## src/rtl/core/fill_position_and_average_cost_tracker_core_assert.svh

```systemverilog
// Assertion macros used by the fill position tracker controller.
`ifndef FILL_POSITION_AND_AVERAGE_COST_TRACKER_CORE_ASSERT_SVH
`define FILL_POSITION_AND_AVERAGE_COST_TRACKER_CORE_ASSERT_SVH
`ifndef ASSERT_OFF
// Same-cycle implication checked at every clock edge outside reset.
`define FPACT_ASSERT_NOW(lbl, clk, rstn, ante, cons) \
    lbl: assert property (@(posedge clk) disable iff (!rstn) (ante) |-> (cons)) \
        else $error("fpact assertion failed");
// Next-cycle implication checked at every clock edge outside reset.
`define FPACT_ASSERT_NEXT(lbl, clk, rstn, ante, cons) \
    lbl: assert property (@(posedge clk) disable iff (!rstn) (ante) |=> (cons)) \
        else $error("fpact assertion failed");
`else
`define FPACT_ASSERT_NOW(lbl, clk, rstn, ante, cons)
`define FPACT_ASSERT_NEXT(lbl, clk, rstn, ante, cons)
`endif
`endif

```

## src/rtl/core/fpact_pkg.sv

```systemverilog
// Types and constants shared by the fill position tracker modules.
package fpact_pkg;

    localparam int SLOT_W  = 10;
    localparam int INST_W  = 6;
    localparam int POS_W   = 24;
    localparam int FILL_W  = 23;
    localparam int PRICE_W = 48;
    localparam int OWN_W   = 8;
    localparam int ACC_W   = 72;
    localparam int DIVR_W  = 25;

    localparam int ORDER_SLOTS_DEF = 1024;
    localparam int INSTRUMENTS_DEF = 64;

    // Input beat layout, lowest bit first.
    localparam int I_SLOT   = 0;
    localparam int I_OPRES  = 10;
    localparam int I_INST   = 11;
    localparam int I_IPRES  = 17;
    localparam int I_BUY    = 18;
    localparam int I_CUM    = 19;
    localparam int I_PRICE  = 43;
    localparam int I_FIN    = 91;
    localparam int I_OPEN   = 92;
    localparam int I_STRAT  = 93;
    localparam int I_SPRES  = 101;
    localparam int IN_TDATA_W = 104;

    // Result beat layout, lowest bit first.
    localparam int O_APPL   = 0;
    localparam int O_POS    = 1;
    localparam int O_AVG    = 25;
    localparam int O_AVGV   = 73;
    localparam int O_OWN    = 74;
    localparam int O_OWNV   = 82;
    localparam int OUT_TDATA_W = 88;

    // One instrument entry.
    typedef struct packed {
        logic [POS_W-1:0]   pos;
        logic [PRICE_W-1:0] avg;
        logic               avg_held;
        logic [OWN_W-1:0]   own;
        logic               own_held;
    } inst_rec_t;

    // Commands from the controller to the datapath.
    typedef struct packed {
        logic clear_en;
        logic load;
        logic eval;
        logic mul;
        logic div_start;
        logic commit;
    } cmd_t;

    // Status from the datapath to the controller.
    typedef struct packed {
        logic clear_done;
        logic need_div;
        logic mul_last;
        logic div_done;
        logic out_free;
    } sts_t;

endpackage

```

## src/rtl/core/fpact_ctrl.sv

```systemverilog
// Controller state machine that sequences one fill report at a time.
`include "fill_position_and_average_cost_tracker_core_assert.svh"
module fpact_ctrl (
    input  logic             aclk,
    input  logic             aresetn,
    input  logic             s_tvalid,
    output logic             s_tready,
    input  fpact_pkg::sts_t  sts,
    output fpact_pkg::cmd_t  cmd
);
    import fpact_pkg::*;

    typedef enum logic [7:0] {
        ST_CLEAR = 8'b0000_0001,
        ST_IDLE  = 8'b0000_0010,
        ST_READ  = 8'b0000_0100,
        ST_EVAL  = 8'b0000_1000,
        ST_MUL   = 8'b0001_0000,
        ST_DGO   = 8'b0010_0000,
        ST_DWAIT = 8'b0100_0000,
        ST_WRITE = 8'b1000_0000
    } state_t;

    state_t state_reg, state_next;

    // Next-state logic.
    always_comb begin
        state_next = state_reg;
        case (state_reg)
            ST_CLEAR: if (sts.clear_done) state_next = ST_IDLE;
            ST_IDLE:  if (s_tvalid) state_next = ST_READ;
            ST_READ:  state_next = ST_EVAL;
            ST_EVAL:  state_next = sts.need_div ? ST_MUL : ST_WRITE;
            ST_MUL:   if (sts.mul_last) state_next = ST_DGO;
            ST_DGO:   state_next = ST_DWAIT;
            ST_DWAIT: if (sts.div_done) state_next = ST_WRITE;
            ST_WRITE: if (sts.out_free) state_next = ST_IDLE;
            default:  state_next = ST_CLEAR;
        endcase
    end

    always_ff @(posedge aclk) begin
        if (!aresetn) begin
            state_reg <= ST_CLEAR;
        end else begin
            state_reg <= state_next;
        end
    end

    // Commands decoded from the state.
    always_comb begin
        cmd.clear_en  = (state_reg == ST_CLEAR);
        cmd.load      = (state_reg == ST_IDLE) && s_tvalid;
        cmd.eval      = (state_reg == ST_EVAL);
        cmd.mul       = (state_reg == ST_MUL);
        cmd.div_start = (state_reg == ST_DGO);
        cmd.commit    = (state_reg == ST_WRITE) && sts.out_free;
    end

    assign s_tready = (state_reg == ST_IDLE);

    `FPACT_ASSERT_NEXT(a_accept_reads, aclk, aresetn, s_tvalid && s_tready, state_reg == ST_READ)
    `FPACT_ASSERT_NEXT(a_div_waits, aclk, aresetn, cmd.div_start, state_reg == ST_DWAIT)
    `FPACT_ASSERT_NOW(a_done_in_wait, aclk, aresetn, sts.div_done, state_reg == ST_DWAIT)
    `FPACT_ASSERT_NEXT(a_commit_idle, aclk, aresetn, cmd.commit, state_reg == ST_IDLE)

endmodule

```

## config.mk

```make
export PLATFORM = sky130hd
export DESIGN_NAME = fpact_ctrl
export DESIGN_NICKNAME = d
export VERILOG_FILES = /design/src/rtl/core/fpact_pkg.sv /design/src/rtl/core/fpact_ctrl.sv
export VERILOG_INCLUDE_DIRS = /design/src /design/src/rtl/core
export SDC_FILE = /design/constraint.sdc
export NUM_CORES = 1
export LEC_CHECK = 0
export ABC_AREA = 0
export BUFFER_PORTS_ARGS = -buffer_cell sky130_fd_sc_hd__buf_2
export CORE_AREA = 2 2 39 41
export DETAILED_ROUTE_END_ITERATION = 8
export DIE_AREA = 0 0 41 43
export PLACE_DENSITY_LB_ADDON = 0.08
export REMOVE_ABC_BUFFERS = 1
export SLEW_MARGIN = 20
export SYNTH_ARGS = -nofsm -noshare
export SYNTH_HDL_FRONTEND = slang
export SYNTH_SLANG_ARGS = --single-unit
```

## constraint.sdc

```tcl
create_clock -name aclk -period 3.77 [get_ports aclk]
set_input_delay 0.754 -clock aclk [delete_from_list [all_inputs] [get_ports aclk]]
set_output_delay 0.754 -clock aclk [all_outputs]
set_load 0.03 [all_outputs]
```

Word-level counts from Yosys, hierarchy flattened:

Index checks and enable logic that the tools add are counted.

* bits in registers: 8
* input bits: 8
* word-level logic and storage cells: 24
* output and inout port bits: 7

* reduce and logical (&&, ||, !) cells: 3
* equal/unequal tests: 13
* mux-type cells: 7

Operator list (number)
* $pmux 8 s8: 1
* $mux 8: 6
* $ne 2x2->1 const B: 5
* $eq 8x1->1 const B: 1
* $eq 8x2->1 const B: 1
* $eq 8x3->1 const B: 1
* $eq 8x4->1 const B: 1
* $eq 8x5->1 const B: 1
* $eq 8x6->1 const B: 1
* $eq 8x7->1 const B: 1
* $eq 8x8->1 const B: 1
* $reduce_and 5->1: 1
* $logic_and 1x1->1: 2

Logic depth before layout (Yosys ltp):

* word-level depth: 3
* mapped depth: 5
* gate-level depth less buffers: 5

Worst setup path before layout:

Ideal clock, no wire load.

* path kind: register to output
* start point: register state_reg[4]
* end point: output cmd[3] in the netlist's numbering
* slack: 1.439 ns
* path buffers: 0
* stages on the path, launching flop included: 4
* data arrival time: 1.577 ns
* required time: 3.016 ns
* cells stage by stage: dfxtp_1 nor4_4 nand2_1 nor3_1

RTL lines
* start, declared: line fpact_ctrl.sv:24 `state_t state_reg, state_next;`
* start signal, assigned: line fpact_ctrl.sv:46 `state_reg <= state_next;`
* end, declared: line fpact_ctrl.sv:9 `output fpact_pkg::cmd_t cmd`

==> metrics.yaml <==
status: "completed"
fin_hold_ws_ns: 0.588
netSwitchingFraction: 0.359
synth_xor_area_frac: 0.0341
h-tree-depth: 1
r2r.worst_path.cells: 5
place_congestion: 0.745
largest_reg_flops: 8
yosys.area_share.simple: 0.445
p_leak_uw: 0.000282
die_w_microns: 41
hold_path_class: "flop to flop"
clkTransAtPathRegs_ns: 0.06
wirelength_microns: 1200
critical_path_class: "flop to output pin"
crit_chain: "nor4_4 > nand2_1 > nor3_1 > buf_2"
relSlewSlack: 0.742
antenna_found_initial: 0
seq_power_share: 0.414
synth_most_common_cell: "dfxtp_1"
cts_resized: 0
rows: 14
portBuffers: 14
r2r_end: "state_reg[7]"
synthArstFlopShare: 0
ys_ff_latch: 8
synth.distinct_cells: 27
cpLargestDelayFamily: "simple AND/OR/NAND/NOR gates"
p_per_area_mw_per_mm2: 381
tightest_slew_ns: 0.385
synth_compound_area_frac: 0.173
synth_warnings: 0
drc: 0
ys_seq_area_frac: 0.311
drt_iter0_markers: 14
synth_cells: 57
r2r_slack_ns: 2.11
cts.sinks: 8
setup_tns_ns: 0
setup_viol: 0
skew_ns: 0.00394
core_sq_mm: 0.00138
synth_ff_type: "dfxtp_1"
hold_path_end: "state_reg[2]"
cp-start-kind: "flop"
cts_buffers: 3
syn_area_sq_um: 514
diodes: 0
grt_max_degree: 8
vias: 500
antenna_left: 0
io_pins: 15
fin_crit_sh: 0.643
critPathArrivalTime_ns: 1.67
synth.top_cells.by_count: "8 x dfxtp_1, 7 x nor2_1, 5 x inv_1, 5 x nand2_1, 4 x nand4b_1"
synth.area.mux_share: 0
path_buf_inv: 1
synth_top_area_frac: 0.311
viasPerCell: 5.56
cts_hold_buffers: 0
clock_latency_ns: 0.26
p_sw_uw: 85.6
dp.final_hpwl_microns: 922
hold_depth: 2
fin_util: 0.453
slew_violations: 0
initial_core_util: 0.372
nets: 84
grt_overflow: 0
synthAdderAreaFrac: 0
ir_worst_vdd_mv: 0.195
areaGrowthSynthToFinish_pct: 21.9
hold_path.startpoint: "state_reg[1]"
finalHoldViolations: 0
drv_cap: 0
max_stage_delay_ns: 0.40
timing.fmax_ghz: 0.412
wl_per_cell_microns: 13.3
end_kind: "output pin"
track_usage: 0.177
post_synth.cell_area_avg_sq_um: 9.02
rsz0062_at_grt: "no"
die_y_microns: 43
synth_top_family_by_area: "simple AND/OR/NAND/NOR gates"
crit_path_top_delay_cell: "nor4_4"
drt_first_pass_iters: 6
ys_top_cells_by_area: "dfxtp_1 31%, nor4_4 8.3%, nand4b_1 6.8%, nor2_1 5.1%, inv_1 3.6%"
clockPowerShare: 0.298
required_ns: 3.02
clk_path_buf_depth: 2
drive_gt1_frac: 0.297
cts_setup_buffers: 0
combPwrFrac: 0.288
synth_edf_count: 0
synth_top_area_cell: "dfxtp_1"
cts_tree: "done"
critical_path.max_fanout: 5
grt_pass1_vias: 455
grt_pass1_wl_microns: 2040
die_area_sq_mm: 0.00176
fin_crit_ns: 2.43
regToRegStartpoint: "state_reg[4]"
clock-root-buffer: "clkbuf_4"
internal-power_uw: 153
-- stage by stage --
stage	total power (uW)	setup slack, ns	area [sq um]	cells
2_1_floorplan	151	1.44	514	57
3_3_place_gp	170	1.62	604	87
3_5_place_dp	169	1.61	604	87
4_1_cts	239	1.33	627	90
5_1_grt	254	1.23	627	90
6_report	239	1.34	627	90
-- layer usage --
metal	global-route usage	up-vias	share of wire
met5	0	-	0
met3	0.0471	4	0.062
met2	0.231	20	0.45
met1	0.254	225	0.46
li1	-	251	-
met4	0.100	0	0.028
-- placed cells by master, fill, tap and decap left out, drive strengths merged, types with 3 or more instances in the layout --
cell type / netlist / final
buf: 0 / 14
clkbuf: 0 / 3
dfxtp: 8 / 8
inv: 5 / 5
nand2: 5 / 5
nand3: 3 / 3
nand4b: 5 / 5
nor2: 7 / 7
nor2b: 3 / 3
-- power by group through the flow --
stage          registers (uW)  clock network (uW)  logic (uW)
2_1_floorplan            99.6                   0        51.5
3_3_place_gp              100                   0        70.2
3_5_place_dp              101                   0        68.4
4_1_cts                  98.9                71.2        68.7
5_1_grt                   100                77.6        76.7
6_report                 98.8                71.0        68.8
-- area by class of cell --
cell class / count / area (sq um)
Timing Repair Buffer: 14 / 70.1
Fill cell: 145 / 757
Inverter: 5 / 18.8
Sequential cell: 8 / 160
Multi-Input combinational cell: 44 / 335
Tap cell: 16 / 20.0
Clock buffer: 3 / 22.5
-- worst min-delay path, delay by kind of cell, from the launching register on --
| family | cells | cell delay [ns] |
|---|---|---|
| flops | 1 | 0.36 |
| simple gates | 2 | 0.18 |
-- logic make-up (layout without fill, tap and decap cells) --
| family | count (synthesis) | after routing |
|---|---|---|
| AO/OA/AOI/OAI | 10 | 10 |
| XOR/XNOR | 2 | 2 |
| buffers and inverters | 5 | 22 |
| flip-flops | 8 | 8 |
| AND/OR/NAND/NOR | 32 | 32 |
-- worst max path at each step --
stage,startpoint,endpoint,slack (ns),depth (start not counted)
after detailed placement,state_reg[4],cmd[3],1.61,4
after CTS,state_reg[4],cmd[3],1.33,4
after global routing,state_reg[4],cmd[3],1.23,4
after floorplan,state_reg[4],cmd[3],1.44,3
final,state_reg[4],cmd[3],1.34,4
after global placement,state_reg[4],cmd[3],1.62,4
Note: power is estimated with default switching activity, not from simulation.
